$ cat config.mk
export PLATFORM = sky130hd
export DESIGN_NAME = rational_arithmetic_unit
export DESIGN_NICKNAME = d
export VERILOG_FILES = /design/src/rtl/rau_pkg.sv /design/src/rtl/rau_divider.sv /design/src/rtl/rau_core.sv /design/src/rtl/rational_arithmetic_unit.sv
export SDC_FILE = /design/constraint.sdc
export NUM_CORES = 2
export LEC_CHECK = 0
export BUFFER_PORTS_ARGS = -buffer_cell sky130_fd_sc_hd__clkbuf_2
export CORE_ASPECT_RATIO = 1.75
export CORE_MARGIN = 1.5
export CORE_UTILIZATION = 30
export DETAILED_ROUTE_END_ITERATION = 10
export PLACE_DENSITY = 0.43
export SYNTH_ARGS = -nofsm -noshare
export SYNTH_HDL_FRONTEND = slang
export SYNTH_SLANG_ARGS = --single-unit
$ cat constraint.sdc
create_clock -name clk -period 12.88 [get_ports clk]
set_input_delay 1.932 -clock clk [delete_from_list [all_inputs] [get_ports clk]]
set_output_delay 1.932 -clock clk [all_outputs]
set_load 0.05 [all_outputs]
$ cat src/rtl/rau_pkg.sv
// Package: shared constants, codes and field layout for the rational arithmetic unit.
package rau_pkg;

    localparam int OperandWidth = 16;
    localparam int DenWidth     = OperandWidth - 1;
    localparam int ProdWidth    = 2 * OperandWidth + 1;
    localparam int MagWidth     = 2 * OperandWidth;
    localparam int CntWidth     = $clog2(MagWidth + 1);

    localparam int OutNumWidth  = 32;
    localparam int OutDenWidth  = 31;

    localparam logic [2:0] ACT_ADD = 3'd0;
    localparam logic [2:0] ACT_SUB = 3'd1;
    localparam logic [2:0] ACT_MUL = 3'd2;
    localparam logic [2:0] ACT_DIV = 3'd3;
    localparam logic [2:0] ACT_CMP = 3'd4;

    localparam logic [1:0] ORD_LESS    = 2'd0;
    localparam logic [1:0] ORD_EQUAL   = 2'd1;
    localparam logic [1:0] ORD_GREATER = 2'd2;

    localparam int InBits   = 3 + 2 * OperandWidth + 2 * DenWidth;
    localparam int InBytes  = (InBits + 7) / 8;
    localparam int OutBits  = OutNumWidth + OutDenWidth + 2 + 1;
    localparam int OutBytes = (OutBits + 7) / 8;

    typedef logic [MagWidth-1:0] mag_t;

    // Request from the sequencer to the shared divide unit.
    typedef struct packed {
        logic start;
        mag_t dividend;
        mag_t divisor;
    } div_req_t;

    typedef struct packed {
        logic done;
        mag_t quotient;
        mag_t remainder;
    } div_rsp_t;

endpackage

$ cat src/rtl/rau_divider.sv
// Shared restoring divider: one quotient bit per cycle.
module rau_divider (
    input  logic              clk,
    input  logic              rst_n,
    input  rau_pkg::div_req_t req,
    output rau_pkg::div_rsp_t rsp
);
    import rau_pkg::*;

    logic                busy_reg;
    logic [CntWidth-1:0] cnt_reg;
    mag_t                quo_reg;
    mag_t                rem_reg;
    mag_t                dsr_reg;
    logic                done_reg;
    logic [MagWidth:0]   trial;
    mag_t                shifted;

    always_comb
    begin
        shifted = {rem_reg[MagWidth-2:0], quo_reg[MagWidth-1]};
        trial   = {rem_reg[MagWidth-1], shifted} - {1'b0, dsr_reg};
    end

    always_ff @(posedge clk or negedge rst_n)
    begin
        if (!rst_n)
        begin
            busy_reg <= 1'b0;
            done_reg <= 1'b0;
            cnt_reg  <= '0;
        end
        else
        begin
            done_reg <= 1'b0;
            if (req.start)
            begin
                busy_reg <= 1'b1;
                cnt_reg  <= CntWidth'(MagWidth);
            end
            else if (busy_reg)
            begin
                cnt_reg <= cnt_reg - CntWidth'(1);
                if (cnt_reg == CntWidth'(1))
                begin
                    busy_reg <= 1'b0;
                    done_reg <= 1'b1;
                end
            end
        end
    end

    always_ff @(posedge clk)
    begin
        if (req.start)
        begin
            quo_reg <= req.dividend;
            rem_reg <= '0;
            dsr_reg <= req.divisor;
        end
        else if (busy_reg)
        begin
            if (!trial[MagWidth])
            begin
                rem_reg <= trial[MagWidth-1:0];
                quo_reg <= {quo_reg[MagWidth-2:0], 1'b1};
            end
            else
            begin
                rem_reg <= shifted;
                quo_reg <= {quo_reg[MagWidth-2:0], 1'b0};
            end
        end
    end

    assign rsp.done      = done_reg;
    assign rsp.quotient  = quo_reg;
    assign rsp.remainder = rem_reg;

endmodule

$ cat src/rtl/rau_core.sv
// Sequencer: cross products, Euclid GCD on the shared divider, final reduction.
module rau_core (
    input  logic                                clk,
    input  logic                                rst_n,
    input  logic                                start,
    input  logic [2:0]                          action,
    input  logic signed [rau_pkg::OperandWidth-1:0] left_num,
    input  logic [rau_pkg::DenWidth-1:0]        left_den,
    input  logic signed [rau_pkg::OperandWidth-1:0] right_num,
    input  logic [rau_pkg::DenWidth-1:0]        right_den,
    output logic                                done,
    output logic signed [rau_pkg::OutNumWidth-1:0] result_num,
    output logic [rau_pkg::OutDenWidth-1:0]     result_den,
    output logic [1:0]                          order,
    output logic                                div_by_zero,
    output rau_pkg::div_req_t                   dreq,
    input  rau_pkg::div_rsp_t                   drsp
);
    import rau_pkg::*;

    localparam logic [3:0] S_IDLE = 4'd0;
    localparam logic [3:0] S_MUL1 = 4'd1;
    localparam logic [3:0] S_MUL2 = 4'd2;
    localparam logic [3:0] S_MUL3 = 4'd3;
    localparam logic [3:0] S_FORM = 4'd4;
    localparam logic [3:0] S_GCD  = 4'd5;
    localparam logic [3:0] S_QNUM = 4'd6;
    localparam logic [3:0] S_QDEN = 4'd7;
    localparam logic [3:0] S_DONE = 4'd8;

    logic [3:0] state_reg;
    logic       wait_reg;
    logic [2:0] act_reg;
    logic signed [OperandWidth:0] ln_reg, ld_reg, rn_reg, rd_reg;
    logic signed [OperandWidth:0] ma_reg, mb_reg;
    logic signed [ProdWidth-1:0]  p0_reg, p1_reg, p2_reg;
    logic signed [ProdWidth-1:0]  prod;
    logic signed [ProdWidth:0]    sum;
    logic       neg_reg;
    mag_t       mag_reg, den_reg, ga_reg, gb_reg, g_reg;
    logic signed [OutNumWidth-1:0] rnum_reg;
    logic [OutDenWidth-1:0]        rden_reg;
    logic [1:0] ord_reg;
    logic       dz_reg;
    logic       done_reg;
    logic       dstart;
    mag_t       dvd, dvs;
    logic signed [ProdWidth:0] nfull, dfull;

    assign prod = ProdWidth'(ma_reg * mb_reg);

    always_comb
    begin
        sum = '0;
        case (act_reg)
            ACT_SUB: sum = {p0_reg[ProdWidth-1], p0_reg} - {p1_reg[ProdWidth-1], p1_reg};
            default: sum = {p0_reg[ProdWidth-1], p0_reg} + {p1_reg[ProdWidth-1], p1_reg};
        endcase
    end

    always_comb
    begin
        dvd = ga_reg;
        dvs = gb_reg;
        if (state_reg == S_QNUM)
        begin
            dvd = mag_reg;
            dvs = g_reg;
        end
        else if (state_reg == S_QDEN)
        begin
            dvd = den_reg;
            dvs = g_reg;
        end
    end

    assign dreq.start    = dstart;
    assign dreq.dividend = dvd;
    assign dreq.divisor  = dvs;

    always_ff @(posedge clk or negedge rst_n)
    begin
        if (!rst_n)
        begin
            state_reg <= S_IDLE;
            wait_reg  <= 1'b0;
            done_reg  <= 1'b0;
        end
        else
        begin
            done_reg <= 1'b0;
            unique case (state_reg)
                S_IDLE:
                begin
                    if (start)
                    begin
                        state_reg <= S_MUL1;
                    end
                end
                S_MUL1: state_reg <= S_MUL2;
                S_MUL2: state_reg <= S_MUL3;
                S_MUL3: state_reg <= S_FORM;
                S_FORM:
                begin
                    if (act_reg == ACT_ADD || act_reg == ACT_SUB || act_reg == ACT_MUL
                        || (act_reg == ACT_DIV && rn_reg != 0))
                    begin
                        state_reg <= S_GCD;
                        wait_reg  <= 1'b0;
                    end
                    else
                    begin
                        state_reg <= S_DONE;
                    end
                end
                S_GCD:
                begin
                    if (!wait_reg)
                    begin
                        if (gb_reg == '0)
                        begin
                            state_reg <= S_QNUM;
                        end
                        else
                        begin
                            wait_reg <= 1'b1;
                        end
                    end
                    else if (drsp.done)
                    begin
                        wait_reg <= 1'b0;
                    end
                end
                S_QNUM:
                begin
                    if (!wait_reg)
                    begin
                        wait_reg <= 1'b1;
                    end
                    else if (drsp.done)
                    begin
                        wait_reg  <= 1'b0;
                        state_reg <= S_QDEN;
                    end
                end
                S_QDEN:
                begin
                    if (!wait_reg)
                    begin
                        wait_reg <= 1'b1;
                    end
                    else if (drsp.done)
                    begin
                        wait_reg  <= 1'b0;
                        state_reg <= S_DONE;
                    end
                end
                S_DONE:
                begin
                    done_reg  <= 1'b1;
                    state_reg <= S_IDLE;
                end
                default: state_reg <= S_IDLE;
            endcase
        end
    end

    assign dstart = !wait_reg && ((state_reg == S_GCD && gb_reg != '0)
                    || state_reg == S_QNUM || state_reg == S_QDEN);

    always_comb
    begin
        nfull = sum;
        dfull = {p1_reg[ProdWidth-1], p1_reg};
        if (act_reg == ACT_ADD || act_reg == ACT_SUB)
        begin
            dfull = {p2_reg[ProdWidth-1], p2_reg};
        end
        else if (act_reg == ACT_MUL)
        begin
            nfull = {p0_reg[ProdWidth-1], p0_reg};
        end
        else if (act_reg == ACT_DIV)
        begin
            nfull = {p0_reg[ProdWidth-1], p0_reg};
            if (p1_reg < 0)
            begin
                nfull = -{p0_reg[ProdWidth-1], p0_reg};
                dfull = -{p1_reg[ProdWidth-1], p1_reg};
            end
        end
    end

    always_ff @(posedge clk)
    begin
        unique case (state_reg)
            S_IDLE:
            begin
                if (start)
                begin
                    act_reg <= action;
                    ln_reg  <= {left_num[OperandWidth-1], left_num};
                    rn_reg  <= {right_num[OperandWidth-1], right_num};
                    ld_reg  <= (left_den == '0) ? (OperandWidth+1)'(1)
                                                : {2'b00, left_den};
                    rd_reg  <= (right_den == '0) ? (OperandWidth+1)'(1)
                                                 : {2'b00, right_den};
                    ma_reg  <= {left_num[OperandWidth-1], left_num};
                    mb_reg  <= (right_den == '0) ? (OperandWidth+1)'(1)
                                                 : {2'b00, right_den};
                    if (action == ACT_MUL)
                    begin
                        mb_reg <= {right_num[OperandWidth-1], right_num};
                    end
                end
            end
            S_MUL1:
            begin
                // first product: numerator term; set up the second
                p0_reg <= prod;
                if (act_reg == ACT_ADD || act_reg == ACT_SUB || act_reg == ACT_CMP)
                begin
                    ma_reg <= rn_reg;
                    mb_reg <= ld_reg;
                end
                else if (act_reg == ACT_DIV)
                begin
                    ma_reg <= ld_reg;
                    mb_reg <= rn_reg;
                end
                else
                begin
                    ma_reg <= ld_reg;
                    mb_reg <= rd_reg;
                end
            end
            S_MUL2:
            begin
                // second product; set up the third, the common denominator for add and subtract
                p1_reg <= prod;
                ma_reg <= ld_reg;
                mb_reg <= rd_reg;
            end
            S_MUL3: p2_reg <= prod;
            S_FORM:
            begin
                rnum_reg <= '0;
                rden_reg <= OutDenWidth'(1);
                ord_reg  <= ORD_EQUAL;
                dz_reg   <= 1'b0;
                neg_reg  <= nfull < 0;
                mag_reg  <= (nfull < 0) ? MagWidth'(-nfull) : MagWidth'(nfull);
                den_reg  <= MagWidth'(dfull);
                ga_reg   <= (nfull < 0) ? MagWidth'(-nfull) : MagWidth'(nfull);
                gb_reg   <= MagWidth'(dfull);
                if (act_reg == ACT_CMP)
                begin
                    if (p0_reg < p1_reg)
                    begin
                        ord_reg <= ORD_LESS;
                    end
                    else if (p0_reg > p1_reg)
                    begin
                        ord_reg <= ORD_GREATER;
                    end
                end
                if (act_reg == ACT_DIV && rn_reg == 0)
                begin
                    dz_reg <= 1'b1;
                end
            end
            S_GCD:
            begin
                if (!wait_reg && gb_reg == '0)
                begin
                    // gcd(a, 0) = a: the Euclid loop has ended and ga holds the gcd
                    g_reg <= ga_reg;
                end
                else if (wait_reg && drsp.done)
                begin
                    ga_reg <= gb_reg;
                    gb_reg <= drsp.remainder;
                end
            end
            S_QNUM:
            begin
                if (wait_reg && drsp.done)
                begin
                    rnum_reg <= neg_reg ? -OutNumWidth'(drsp.quotient)
                                        : OutNumWidth'(drsp.quotient);
                end
            end
            S_QDEN:
            begin
                if (wait_reg && drsp.done)
                begin
                    rden_reg <= OutDenWidth'(drsp.quotient);
                end
            end
            default: ;
        endcase
    end

    assign done        = done_reg;
    assign result_num  = rnum_reg;
    assign result_den  = rden_reg;
    assign order       = ord_reg;
    assign div_by_zero = dz_reg;

endmodule

$ cat src/rtl/rational_arithmetic_unit.sv
// Top level: stream wrapper around the rational arithmetic sequencer and divider.
//  channel | dir | fields (tdata lsb up)
//  s_axis  | in  | action, left_num, left_den, right_num, right_den
//  m_axis  | out | result_num, result_den, order, div_by_zero
// One item at a time; each division on the shared 32-step divider runs start,
// 32 steps, done. Add, subtract, multiply and divide run one division per Euclid
// step plus two for the final reduction; compare, a zero divisor or an unknown
// code skip the divider.
// Reset is asynchronous, active low; a result waits in the output register
// until taken, and the block takes a new item only once it has gone out.
module rational_arithmetic_unit (
    input  logic                             clk,
    input  logic                             rst_n,
    input  logic                             s_axis_tvalid,
    output logic                             s_axis_tready,
    // action, left_num, left_den, right_num, right_den
    input  logic [8*rau_pkg::InBytes-1:0]    s_axis_tdata,
    output logic                             m_axis_tvalid,
    input  logic                             m_axis_tready,
    // result_num, result_den, order, div_by_zero
    output logic [8*rau_pkg::OutBytes-1:0]   m_axis_tdata
);
    import rau_pkg::*;

    logic busy_reg;
    logic ovalid_reg;
    logic start;
    logic done;
    div_req_t dreq;
    div_rsp_t drsp;
    logic signed [OutNumWidth-1:0] result_num;
    logic [OutDenWidth-1:0] result_den;
    logic [1:0] order;
    logic div_by_zero;

    localparam int LnLo = 3;
    localparam int LdLo = LnLo + OperandWidth;
    localparam int RnLo = LdLo + DenWidth;
    localparam int RdLo = RnLo + OperandWidth;

    assign s_axis_tready = !busy_reg && !ovalid_reg;
    assign start = s_axis_tvalid && s_axis_tready;

    rau_core u_core (
        .clk        (clk),
        .rst_n      (rst_n),
        .start      (start),
        .action     (s_axis_tdata[2:0]),
        .left_num   (s_axis_tdata[LdLo-1:LnLo]),
        .left_den   (s_axis_tdata[RnLo-1:LdLo]),
        .right_num  (s_axis_tdata[RdLo-1:RnLo]),
        .right_den  (s_axis_tdata[InBits-1:RdLo]),
        .done       (done),
        .result_num (result_num),
        .result_den (result_den),
        .order      (order),
        .div_by_zero(div_by_zero),
        .dreq       (dreq),
        .drsp       (drsp)
    );

    rau_divider u_div (
        .clk  (clk),
        .rst_n(rst_n),
        .req  (dreq),
        .rsp  (drsp)
    );

    always_ff @(posedge clk or negedge rst_n)
    begin
        if (!rst_n)
        begin
            busy_reg   <= 1'b0;
            ovalid_reg <= 1'b0;
        end
        else
        begin
            if (start)
            begin
                busy_reg <= 1'b1;
            end
            else if (done)
            begin
                busy_reg   <= 1'b0;
                ovalid_reg <= 1'b1;
            end
            else if (ovalid_reg && m_axis_tready)
            begin
                ovalid_reg <= 1'b0;
            end
        end
    end

    assign m_axis_tvalid = ovalid_reg;
    assign m_axis_tdata  = {{(8*OutBytes-OutBits){1'b0}},
                            div_by_zero, order, result_den, result_num};

endmodule

==> summary.md <==
| Metric | Value |
|---|---|
| WP data arrival | `8.03 ns` |
| F_max | `0.1312 GHz` |
| Status | `finished, final reports clean` |
| Postcts setup bufs | `0` |
| Slew Limit Fails | `0` |
| Area Overhead vs Synth | `10.43%` |
| Sequential fraction of the synthesis area | `37.73%` |
| ANT nets after route | `0` |
| Max_cap viols | `0` |
| Skew final | `0.03232 ns` |
| Setup_tns | `0 ns` |
| # rows | `177` |
| CTS tree | `built` |
| Critical-path cell list | `and2_1, fa_1, inv_1, fa_1, fa_1, fa_1, inv_1, fa_1, inv_1, fa_1, inv_1, ha_1, a21o_1, a21oi_1, nand2_1, a31oi_1, o211ai_1, a31oi_1, nor3_1, or4_1, and3_1, a211oi_1` |
| DRT Wirelength | `121.2 mm` |
| CP dominant cell by count | `fa_1` |
| H-tree depth | `2` |
| Core Area | `132900 sq um` |
| Final nets | `4588` |
| Via count | `29050` |
| Largest net degree at the start of global routing | `71` |
| Synth warnings | `0` |
| Post-synth EDFFs | `470` |
| Fraction of registers with async set or reset after synthesis | `3.089%` |
| GR Overflow Total | `0` |
| CP Class | `flop to flop` |
| Mapped cell area | `40170 sq um` |
| First-pass DRT Iterations | `7` |
| Slowest CP cell | `edfxtp_1` |
| GRT Total Usage | `17.92%` |
| CP Launch Type | `flop` |
| Critical path's top delay family | `adder cells` |
| Main flop type after synthesis | `edfxtp_1` |
| Final Wtd Congestion | `0.9168` |
| Worst min path class | `flop to flop` |
| Number of global-route vias before repair | `30910` |
| CP Capture Type | `flop` |
| Syn_area_per_cell | `10.01 sq um` |
| Post-synth cell types | `115` |
| Layout cells sized above 1 | `11.07%` |
| Worst Setup EP | `u_core.p1_reg[32]` |
| # setup viols final | `0` |
| Starting DRT DRC Count | `1534` |
| Root buffer cell | `clkbuf_16` |
| Critical path origin | `u_core.ma_reg[7]` |
| Detailed placer's ending HPWL | `95.77 mm` |
| DRC | `0` |
| Max-Slew Margin vs Limit | `28.75%` |
| # port buffers | `136` |
| Clock latency on the worst-skew pair | `0.66 ns` |
| Synth Register Bits | `518` |
| Resized Gates After CTS | `0` |
| Initial core utilization | `30.23%` |
| CTS Buffer Depth | `3` |
| TritonCTS buffer count | `54` |
| Buf/Inv on CP | `4` |
| Post-Synthesis Cells | `4013` |
| Die area | `136200 sq um` |
| R2r endpoint | `u_core.p1_reg[32]` |
| Hold_buf cts | `0` |
| Wire per inst | `20.95 um` |
| Flop2flop setup slack | `5.26 ns` |
| Crit path depth | `22` |
| Final Hold Viols | `0` |
| Vias/cell | `5.023` |
| Clock sink count | `518` |
| Final period utilization | `59.16%` |
| Worst-margin pin slew | `1.069 ns` |
| Top Ports | `150` |
| First-pass GRT wire length | `186.2 mm` |
| Die extent in y | `487.1 um` |
| Critical Path RT | `13.29 ns` |
| Reg2Reg Depth | `22` |
| Worst r2r src | `u_core.ma_reg[7]` |
| CP max FO | `17` |
| Unrepaired setup endpoints after global routing | `no` |
| Antenna violations before repair | `1` |
| Max incr delay on CP | `0.72 ns` |
| Min Tclk post-route | `7.620 ns` |
| Worst-path clk slew | `0.06 ns` |
| Die X-Extent | `279.6 um` |
-- cells in the mapped netlist (41+ instances only) --
cell type  instances  area (sq um)
edfxtp_1         470         14110
clkbuf_1         175         656.9
nor3_1            78         390.4
fa_1             285          5705
nor2_1           203         762.0
a21oi_1          246          1231
nor4_1            41         256.5
inv_1            432          1622
xor2_1            69         604.3
a31oi_1           50         312.8
xnor2_1          122          1069
nand3_1           66         330.3
nor2b_1           46         287.8
ha_1             188          2352
nand2_1          458          1719
o21ai_0          198         991.0
and2_1           184          1151
mux2_2            95          1070
-- through the flow --
| stage | util, % | instance area (sq um) | hold slack, ns | cells | worst slack, ns |
|---|---|---|---|---|---|
| after floorplan | - | 40190 | 0.4262 | 4018 | 5.591 |
| after global placement | 32.06 | 42610 | 0.4283 | 5683 | 5.177 |
| after detailed placement | 32.06 | 42610 | 0.4320 | 5683 | 5.134 |
| after CTS | 33.38 | 44360 | 0.4474 | 5783 | 5.083 |
| after global routing | 33.39 | 44360 | 0.4557 | 5784 | 4.674 |
| final | 33.39 | 44360 | 0.4430 | 5784 | 5.260 |
-- worst register-to-register path, cell delays in order, from the launching register on --
cell and delay, ns:
edfxtp_1 0.72, and2_1 0.32, fa_1 0.54, inv_1 0.05
fa_1 0.46, fa_1 0.51, fa_1 0.54, inv_1 0.05
fa_1 0.47, inv_1 0.05, fa_1 0.47, inv_1 0.04
ha_1 0.33, a21o_1 0.18, a21oi_1 0.24, nand2_1 0.08
a31oi_1 0.31, o211ai_1 0.22, a31oi_1 0.57, nor3_1 0.19
or4_1 0.54, and3_1 0.17, a211oi_1 0.33
-- cell usage in the layout, fill, tap and decap left out, drive strengths merged, types with 51 or more instances in the layout --
master  Yosys  routed
nor3       80      80
fa        285     285
clkbuf    176     201
a21oi     251     251
edfxtp    470     470
nand2     459     459
o21ai     209     209
nand3      69      69
xor2       70      70
xnor2     122     122
a31oi      51      51
nor2      205     205
and2      184     184
ha        188     188
inv       435     438
mux2       97      97
-- how the worst min path moves through the flow --
stage          depth (start not counted)                to         startpoint  slack, ns
2_1_floorplan                          0   u_core.g_reg[0]   u_core.ga_reg[0]       0.43
3_3_place_gp                           0  u_core.g_reg[25]  u_core.ga_reg[25]       0.43
3_5_place_dp                           0  u_core.g_reg[13]  u_core.ga_reg[13]       0.43
4_1_cts                                0  u_core.g_reg[25]  u_core.ga_reg[25]       0.45
5_1_grt                                0  u_core.g_reg[19]  u_core.ga_reg[19]       0.46
6_report                               0  u_core.g_reg[15]  u_core.ga_reg[15]       0.44
-- layout make-up --
type | count | area (sq um)
flip-flops and latches | 518 | 15160
inverters | 435 | 1633
well taps | 1700 | 2127
repair buffers | 183 | 1033
multi-input cells | 2847 | 22660
diodes | 1 | 2.502
fillers | 13760 | 88520
clock buffers | 65 | 1393
clock inverters | 35 | 360.3
-- routing by layer --
layer,wire length (um),up-vias,part of all wire [%],GRT usage [%]
met5,0,-,0,0
met4,5117,0,4.2,7.223
met3,2888,184,2.4,1.274
met2,68970,549,57,36.50
met1,44200,14400,36,18.44
li1,-,13930,-,-
-- kinds of logic (layout without fill, tap and decap cells) --
group	count (synthesis)	count (layout)	synth area share, %
and+or+nand+nor	1246	1246	15.41
AOI/OAI and AO/OA	809	809	12.96
buffers and inverters	653	718	6.298
DFF	518	518	37.73
adders and majority gates	473	473	20.06
xor gates and xnor gates	192	192	4.205
muxes	121	121	3.336
other	1	7	0.009335
Power is not shown: default switching activity piles up to over one toggle a cycle in this logic, so the estimate is an artifact.
